==> src/hw/rtl/tlbp_pkg.sv <==
// Shared types and constants for the two-level local branch predictor.
package tlbp_pkg;

	// Address and register widths
	localparam int unsigned PC_W      = 32;
	localparam int unsigned PC_IDX_LO = 2;
	localparam int unsigned PC_IDX_W  = PC_W - PC_IDX_LO;
	localparam int unsigned CFG_W     = 4;
	localparam int unsigned CTR_W     = 8;

	// Legal range and reset value of the counter width register
	localparam logic [CFG_W-1:0] CTR_BITS_MIN   = 4'd2;
	localparam logic [CFG_W-1:0] CTR_BITS_MAX   = 4'd8;
	localparam logic [CFG_W-1:0] CTR_BITS_RESET = 4'd2;

	// Input beat: one resolved branch
	typedef struct packed {
		logic [PC_W-1:0] pc;
		logic            taken;
	} in_t;

	// Output beat: prediction and its outcome
	typedef struct packed {
		logic predicted_taken;
		logic correct;
	} out_t;

	// Per-stage control handed to the table stages
	typedef struct packed {
		logic adv;       // pipeline moves this cycle
		logic wr_valid;  // the stage that updates the table holds a branch
	} stage_ctl_t;

endpackage

==> src/hw/rtl/tlbp_hist.sv <==
// Local history table stage: history read, forwarding and shift update.
module tlbp_hist #(
	parameter int unsigned HISTORY_ENTRIES = 128,
	parameter int unsigned PATTERN_ENTRIES = 1024
) (
	input  logic                                 clk,
	input  logic                                 arst_n,
	input  tlbp_pkg::stage_ctl_t                 ctl,
	input  logic [$clog2(HISTORY_ENTRIES)-1:0]   hidx_s1,
	input  logic                                 taken_s1,
	output logic [$clog2(PATTERN_ENTRIES)-1:0]   hist_s2,
	output logic                                 taken_s2
);
	import tlbp_pkg::*;

	localparam int unsigned HW = $clog2(HISTORY_ENTRIES);
	localparam int unsigned PW = $clog2(PATTERN_ENTRIES);
	localparam logic [PW:0] PE_W = (PW+1)'(PATTERN_ENTRIES);

	logic [PW-1:0]              mem_q [HISTORY_ENTRIES];
	logic [HISTORY_ENTRIES-1:0] valid_q;

	logic [HW-1:0] hidx_s2;
	logic [PW-1:0] rd_s2;
	logic          rdv_s2;
	logic          byp_s2;
	logic [PW-1:0] byp_val_s2;

	logic [PW:0]   shifted;
	logic [PW:0]   wrapped;
	logic [PW-1:0] hist_next;

	// Resolve current history: forwarded write wins, unwritten entries read as zero
	always_comb begin
		if (byp_s2) begin
			hist_s2 = byp_val_s2;
		end else if (rdv_s2) begin
			hist_s2 = rd_s2;
		end else begin
			hist_s2 = '0;
		end
	end

	// Shift outcome in, wrap to the pattern table size
	always_comb begin
		shifted = {hist_s2, taken_s2};
		wrapped = shifted - PE_W;
		if (shifted >= PE_W) begin
			hist_next = wrapped[PW-1:0];
		end else begin
			hist_next = shifted[PW-1:0];
		end
	end

	// Valid bits and forward flag
	always_ff @(posedge clk or negedge arst_n) begin
		if (!arst_n) begin
			valid_q <= '0;
			byp_s2  <= 1'b0;
		end else if (ctl.adv) begin
			if (ctl.wr_valid) begin
				valid_q[hidx_s2] <= 1'b1;
			end
			byp_s2 <= ctl.wr_valid && (hidx_s2 == hidx_s1);
		end
	end

	// History memory: registered read, write from the stage below
	always_ff @(posedge clk) begin
		if (ctl.adv) begin
			rd_s2      <= mem_q[hidx_s1];
			rdv_s2     <= valid_q[hidx_s1];
			hidx_s2    <= hidx_s1;
			taken_s2   <= taken_s1;
			byp_val_s2 <= hist_next;
			if (ctl.wr_valid) begin
				mem_q[hidx_s2] <= hist_next;
			end
		end
	end

endmodule

==> config.mk <==
export PLATFORM = sky130hd
export DESIGN_NAME = tlbp_hist
export DESIGN_NICKNAME = d
export VERILOG_FILES = /design/src/hw/rtl/tlbp_pkg.sv /design/src/hw/rtl/tlbp_hist.sv
export SDC_FILE = /design/constraint.sdc
export NUM_CORES = 1
export LEC_CHECK = 0
export ABC_AREA = 1
export BUFFER_PORTS_ARGS = -buffer_cell sky130_fd_sc_hd__buf_2
export CAP_MARGIN = 10
export CORE_MARGIN = 1.5
export CORE_UTILIZATION = 50
export DETAILED_ROUTE_END_ITERATION = 7
export PLACE_DENSITY = 0.61
export SYNTH_ARGS = -nofsm -noshare
export SYNTH_HDL_FRONTEND = slang
export SYNTH_SLANG_ARGS = --single-unit
==> constraint.sdc <==
create_clock -name clk -period 4.23 [get_ports clk]
set_clock_uncertainty 0.05 [all_clocks]
set_input_delay 0.6345 -clock clk [delete_from_list [all_inputs] [get_ports clk]]
set_output_delay 0.6345 -clock clk [all_outputs]
set_load 0.01 [all_outputs]
======== Word level (Yosys, flattened, before mapping) ========
Memories as Yosys holds them, arrays and structs flattened. A register that Yosys moved wholly into a read port is not among the register bits.
Cells that the tools add are included.
W data, S select, Z words.
cells by class
  muxes and demuxes ....................... 10
  bitwise operators ....................... 1
  magnitude comparators ................... 4
  add/sub/neg operators ................... 1
  equality and inequality tests ........... 1
  reduce and logical (&&, ||, !) cells .... 3
operators by type and width
  operator                 number
  $or A128 B128 Y128       1
  $mux W10                 3
  $lt A7 B8 Y1 const B     2
  $ge A11 B11 Y1 const B   1
  $sub A10 B1 Y10 const B  1
  $bmux W1 S7              1
  $demux W1 S7             1
  $eq A7 B7 Y1             1
  $ge A7 B1 Y1 const B     1
  $mux W1                  5
  $logic_and A1 B1 Y1      2
  $reduce_and A2 Y1        1
word-level totals
  input bits .............................. 12
  logic and storage cells ................. 27
  output and inout bits ................... 11
  register bits ........................... 148
  memories ................................ 1
  bits in writable memories ............... 1280
memory list
  name   depth  width  rd ports  clocked after memory_dff  write ports  RTL line         source
  mem_q  128    10     1         1                         1            tlbp_hist.sv:20  logic [PW-1:0] mem_q [HISTORY_ENTRIES];

======== Longest topological paths before layout ========
Gate-level depths: netlist (run 1).
  depth in word-level cells ............... 5
  gate-level depth with buffers ........... 15
  mapped depth without buffers ............ 11

======== Least setup slack after synthesis (run 1) ========
No wires, ideal clock.
  kind .................................... register -> output
  start ................................... register byp_s2
  end ..................................... output hist_s2[0]
  arrival ................................. 2.377 ns
  slack ................................... 1.168 ns
  stages on the path, launching flop included .. 5
  cell sequence ........................... dfrtp_1 > inv_1 > clkbuf_1 > nand3_1 > nand2_1
on the way
  longest elaborated chain between the ends .. 1
RTL lines
  what                    RTL line         source
  from (decl)             tlbp_hist.sv:26  logic byp_s2;
  from (signal assigned)  tlbp_hist.sv:64  byp_s2 <= ctl.wr_valid && (hidx_s2 == hidx_s1);
  $mux W10                tlbp_hist.sv:35  if (byp_s2) begin
  to (decl)               tlbp_hist.sv:11  output logic [$clog2(PATTERN_ENTRIES)-1:0] hist_s2,
No other way between the ends.

======== Worst setup path in the final report (run 1) ========
  start ................................... register byp_s2
  end ..................................... output hist_s2[8]
The elaborated chain is that of the path after synthesis.

==> results.sh, run 1 <==
export IMPL_wire_per_inst_um=24.1
export IMPL_drv_cap=0
export IMPL_grt_pass1_wl_mm=243
export IMPL_total_power_w=0.0311
export IMPL_grt_overflow_total=0
export IMPL_cts_tree="done"
export IMPL_die_x_um=346
export IMPL_violations="hold timing"
export IMPL_dieArea_um2=119000
export IMPL_seq_area_frac_synth=0.725
export IMPL_ff2ff_setup_slack_ns=1.39
export IMPL_fill_cells=9557
export IMPL_synth_cell_types=25
export IMPL_htreeDepth=4
export IMPL_port_buffers=22
export IMPL_seq_power_share=0.515
export IMPL_grt_usage=0.273
export IMPL_area_delta_synth_final_pct=11.9
export IMPL_route_detailed_drc=0
export IMPL_reg2regPathDepth=3
export IMPL_fin_crit_sh=0.819
export IMPL_start_util=0.505
export IMPL_grt_antenna_before_repair=7
export IMPL_place_ws_ns=0.709
export IMPL_required_ns=3.55
export IMPL_fp_dieH_um=346
export IMPL_clock_latency_ns=0.76
export IMPL_cp_end_kind="output pin"
export IMPL_num_rows=125
export IMPL_r2r_end="mem_q[105][0]"
export IMPL_p_comb_frac=0.075
export IMPL_power_share_switching=0.233
export IMPL_leakage_nw=24.7
export IMPL_postCtsSetupBuffers=0
export IMPL_grt_pass1_vias=36933
export IMPL_layout_cells_non_filler=6743
export IMPL_cts_buffers=149
export IMPL_place_congestion=0.876
export IMPL_cts_root_buf="clkbuf_16"
export IMPL_power_density_nw_per_um2=473
export IMPL_core_um2=116000
export IMPL_p_clk_frac=0.409
export IMPL_ant_nets=0
export IMPL_ys_seq_elements=1438
export IMPL_setup_tns_final_ns=0
export IMPL_finalHoldViolCount=1
export IMPL_yosys_warnings=0
export IMPL_num_io_pins=23
export IMPL_max_freq_mhz=288
export IMPL_setup_ws_ns=0.764
export IMPL_crit_path_start_kind="flop"
export IMPL_peakVddDrop_uv=354
export IMPL_routed_wl_mm=163
export IMPL_synth_nets=5038
export IMPL_hold_slack_ns=-0.000234
export IMPL_period_needed_ns=3.47
export IMPL_drive_gt1_frac=0.113
export IMPL_drt_iter0_drc=4778
export IMPL_reg2reg_from="hidx_s2[4]"
export IMPL_grt_setup_unrepaired="false"
export IMPL_max_slew_margin=0.183
export IMPL_syn_inst=5026
export IMPL_setup_viol=0
export IMPL_grt_max_degree=197
export IMPL_worstMarginPinSlew_ns=1.22
export IMPL_avgSynthCellArea_um2=11.7
export IMPL_final_max_slew_violation_count=0
export IMPL_crit_type="reg -> out"
export IMPL_hpwlAfterDp_mm=91.5
export IMPL_status="finished, violations left"
export IMPL_dr_pass1_iters=5
export IMPL_hp_class="in -> async"
export IMPL_clk_path_buf_depth=3
export IMPL_dr_total_vias=38825
export IMPL_via_per_inst=5.76
export IMPL_mappedNetlistArea_um2=58700
export IMPL_internal_power_w=0.0238
export IMPL_arrival_ns=2.78
export IMPL_clkSinkCount=1438
export IMPL_clk_pin_slew_ns=0.06
export IMPL_crit_fanout=53
export IMPL_crit_start="byp_s2"
export IMPL_nNetsFinal=5105
export IMPL_dp_cells=6465
export IMPL_switchingPower_w=0.00725
## placed cells by master (no fill, tap or decap), types with 2 or more instances in the layout
cell type,n
clkinvlp_4,3
clkinv_1,16
clkinv_2,21
buf_12,31
bufinv_16,4
o21ai_0,2
clkinv_8,3
nand3_1,1288
buf_2,17
clkbuf_16,154
xnor2_1,2
nand2_4,9
buf_8,2
inv_1,14
nand3_2,2
clkbuf_8,22
inv_6,8
clkbuf_1,49
a21oi_1,2
dfrtp_1,129
nand2_1,1675
or2_2,127
edfxtp_1,1309
buf_4,182
nor2_1,138
## Yosys cell counts, drive strengths merged
library cell  instances  share of area
buf                 273          0.029
clkbuf               46         0.0030
nor2                138         0.0088
nand2              1684           0.11
inv                  17         0.0011
o211a                 1        0.00017
nand3              1290           0.11
xnor2                 2        0.00030
dfrtp               129          0.055
clkinv                2        0.00013
o221ai                1        0.00015
o32ai                 1        0.00015
o2111ai               1        0.00015
o21ai                 2        0.00017
edfxtp             1309           0.67
or2                 127          0.014
a21oi                 2        0.00017
nand4                 1        0.00011
## power by group through the flow
stage               clock [W]  combinational (W)  sequential [W]
floorplan                   0            0.00135          0.0163
global placement            0            0.00230          0.0163
detailed placement          0            0.00232          0.0163
CTS                    0.0129            0.00233          0.0160
global route           0.0134            0.00252          0.0160
finish                 0.0127            0.00234          0.0160
## worst max-delay path, cell delays in order, from the launching register on
cell and delay, ns:
dfrtp_1 0.54, inv_1 0.36, nand3_1 0.20, nand2_4 0.63, buf_2 0.26
## layout make-up
class,instances,area (um2),share of cell area
diodes,1,2.50,0.0000381
clock buffers,224,4330,0.0659
clock inverters,52,409,0.00623
inverters,19,101,0.00154
multi-input cells,3250,14200,0.217
flip-flops and latches,1438,42500,0.648
well taps,1524,1910,0.0290
repair buffers,235,2140,0.0325
## logic make-up (layout without fill, tap and decap cells)
family | count (synthesis) | after routing | share of synthesized area
xor gates and xnor gates | 2 | 2 | 0.000299
DFF | 1438 | 1438 | 0.725
other | 0 | 1 | 0
and+or+nand+nor | 3240 | 3240 | 0.240
buffers and inverters | 338 | 530 | 0.0336
AOI/OAI and AO/OA | 8 | 8 | 0.000960
## routing by layer
layer	track usage	vias up	part of all wire
li1	-	17711	-
met1	0.402	19157	0.43
met2	0.413	1696	0.45
met3	0.0484	255	0.086
met4	0.0875	6	0.028
met5	0	-	0.00027
## state kept, by name, indices dropped and copies added (netlist names)
register,cells
mem_q,1280
valid_q,128
byp_val_s2,10
rd_s2,10
hidx_s2,7
byp_s2,1
rdv_s2,1
taken_s2,1
## through the flow
stage / instance area, um2 / utilization / hold WS (ns)
2_1_floorplan: 58700 / - / 0.289
3_3_place_gp: 60900 / 0.524 / 0.387
3_5_place_dp: 60900 / 0.524 / 0.402
4_1_cts: 65700 / 0.565 / 0.00495
5_1_grt: 65700 / 0.565 / 0.0899
6_report: 65700 / 0.565 / -0.000234
## worst max-delay path by stage
stage / to / slack, ns / depth (start not counted)
after floorplan: hist_s2[0] / 1.17 / 4
after global placement: rd_s2[5] / 0.70 / 13
after detailed placement: rd_s2[0] / 0.71 / 13
after CTS: hist_s2[8] / 0.76 / 4
after global routing: hist_s2[8] / 0.65 / 4
final: hist_s2[8] / 0.76 / 4
## repair_timing
| action | in CTS | in global routing |
|---|---|---|
| hold buffers | 1 | 0 |
| gates resized for setup | 0 | 0 |
| hold endpoints to repair | 1 | 0 |
Power figures use the tool's default switching activity.
==> run 2: changes to the inputs <==
- clock period: 4.23 -> 3.3 ns (I/O delays scaled with it)
==> run 2 against run 1 <==
Net effect: die area did not move; the run now ends clean; register-to-register slack got worse by 0.76 ns; cell area rose by 1.3%.
==> results.sh, run 2 (synthesis results as in run 1) <==
export IMPL_status="completed"
export IMPL_dr_pass1_iters=6
export IMPL_core_um2=116000
export IMPL_fp_dieH_um=346
export IMPL_crit_chain="inv_1 -> nand3_1 -> nand2_4 -> buf_2"
export IMPL_arrival_ns=2.62
export IMPL_htreeDepth=4
export IMPL_grt_overflow_total=0
export IMPL_crit_path_start_kind="flop"
export IMPL_period_needed_ns=3.16
export IMPL_max_slew_margin=0.189
export IMPL_cts_tree="done"
export IMPL_required_ns=2.75
export IMPL_clk_path_buf_depth=3
export IMPL_port_buffers=22
export IMPL_setup_tns_final_ns=0
export IMPL_fill_cells=9464
export IMPL_setup_viol=0
export IMPL_start_util=0.505
export IMPL_worst_path_max_delay_cell="dfrtp_1"
export IMPL_place_congestion=0.887
export IMPL_worstMarginPinSlew_ns=1.22
export IMPL_drt_iter0_drc=4768
export IMPL_clkSinkCount=1438
export IMPL_grt_usage=0.276
export IMPL_grt_pass1_wl_mm=246
export IMPL_power_density_nw_per_um2=603
export IMPL_layout_common_cells="nand2_1, edfxtp_1, nand3_1"
export IMPL_clock_latency_ns=0.76
export IMPL_reg_top3="mem_q x1280, valid_q x128"
export IMPL_crit_type="reg -> out"
export IMPL_area_delta_synth_final_pct=13.4
export IMPL_routed_wl_mm=165
export IMPL_grt_pass1_vias=37359
export IMPL_num_io_pins=23
export IMPL_crit_fanout=27
export IMPL_final_max_slew_violation_count=0
export IMPL_clk_pin_slew_ns=0.06
export IMPL_grt_max_degree=99
export IMPL_hpwlAfterDp_mm=97.2
export IMPL_drive_gt1_frac=0.124
export IMPL_hp_class="in -> reg"
export IMPL_largest_register_ffs=1280
export IMPL_num_rows=125
export IMPL_cp_end_kind="output pin"
export IMPL_total_power_w=0.0401
export IMPL_slowest_delay_ns=0.52
export IMPL_nNetsFinal=5178
export IMPL_max_freq_mhz=316
export IMPL_finalHoldViolCount=0
export IMPL_grt_antenna_before_repair=3
export IMPL_dieArea_um2=119000
export IMPL_largest_register="mem_q"
export IMPL_postLayoutCoreUtil=0.573
export IMPL_via_per_inst=5.75
export IMPL_drv_cap=0
export IMPL_route_detailed_drc=0
export IMPL_wire_per_inst_um=24.2
export IMPL_dr_total_vias=39214
export IMPL_ant_nets=0
export IMPL_cts_root_buf="clkbuf_16"
export IMPL_leakage_nw=25.2
export IMPL_peakVddDrop_uv=598
export IMPL_die_x_um=346
export IMPL_grt_setup_unrepaired="false"
export IMPL_postCtsSetupBuffers=0
export IMPL_fin_crit_sh=0.959
export IMPL_cts_buffers=148
export IMPL_mostFrequentLayoutCell="nand2_1"
==> run 2: cell count changes in the layout (fill, tap and decap cells not counted), sizes merged <==
cell         change
clkinvlp         +2
clkbuf           -8
bufinv           +5
buf             +73
dlygate4sd3      +1
==> run 2: area by class of cell <==
class / count / area (um2) / area share
flip-flops and latches: 1438 / 42500 / 0.639
clock buffers: 216 / 4190 / 0.0629
repair buffers: 309 / 2950 / 0.0443
inverters: 19 / 101 / 0.00152
multi-input cells: 3250 / 14300 / 0.214
diodes: 1 / 2.50 / 0.0000376
clock inverters: 59 / 586 / 0.00880
well taps: 1524 / 1910 / 0.0287
==> run 2: critical path: cells and delay by family (launching register included) <==
family                 cells  cell delay [ns]
buffers and inverters      2             0.66
and+or+nand+nor            2             0.65
DFF                        1             0.52
==> run 2: per-stage QoR <==
stage | hold WS (ns) | setup WS [ns] | cell area [um2] | cells
floorplan | 0.149 | 0.347 | 58700 | 5026
global placement | 0.393 | 0.432 | 61700 | 6538
detailed placement | 0.402 | 0.450 | 61700 | 6538
CTS | 0.143 | 0.0603 | 66500 | 6815
global route | 0.168 | 0.0216 | 66500 | 6815
finish | 0.195 | 0.136 | 66500 | 6816
==> run 2: what timing repair did <==
action	4_1_cts	5_1_grt
hold buffers	2	0
endpoints found under the hold margin	57	0
gates resized for setup	0	2
endpoints found under the setup margin	0	2
==> run 2: path summary, 6_finish.rpt <==
kind | cells past startpoint | start | slack (ns) | endpoint
min reg2reg | 1 | valid_q[71] | 0.41 | valid_q[71]
max | 4 | byp_s2 | 0.14 | hist_s2[6]
max in group asynchronous | 3 | arst_n | 2.01 | valid_q[8]
min | 1 | hidx_s1[6] | 0.19 | hidx_s2[6]
min in group asynchronous | 2 | arst_n | 0.29 | valid_q[106]
max reg2reg | 4 | byp_s2 | 0.63 | mem_q[103][8]
==> run 2: power breakdown <==
| group | switching, W | leakage, nW | internal [W] | total (W) |
|---|---|---|---|---|
| sequential | 0.000122 | 13.7 | 0.0204 | 0.0205 |
| combinational | 0.00229 | 9.17 | 0.000831 | 0.00312 |
| clock | 0.00695 | 2.31 | 0.00955 | 0.0165 |
==> run 2: metal layers <==
| layer | track usage | vias to the layer above | wire [um] |
|---|---|---|---|
| met3 | 0.0425 | 286 | 14100 |
| met1 | 0.409 | 19259 | 70800 |
| met2 | 0.422 | 1793 | 75300 |
| met5 | 0 | - | 23 |
| met4 | 0.0876 | 4 | 4660 |
| li1 | - | 17872 | - |
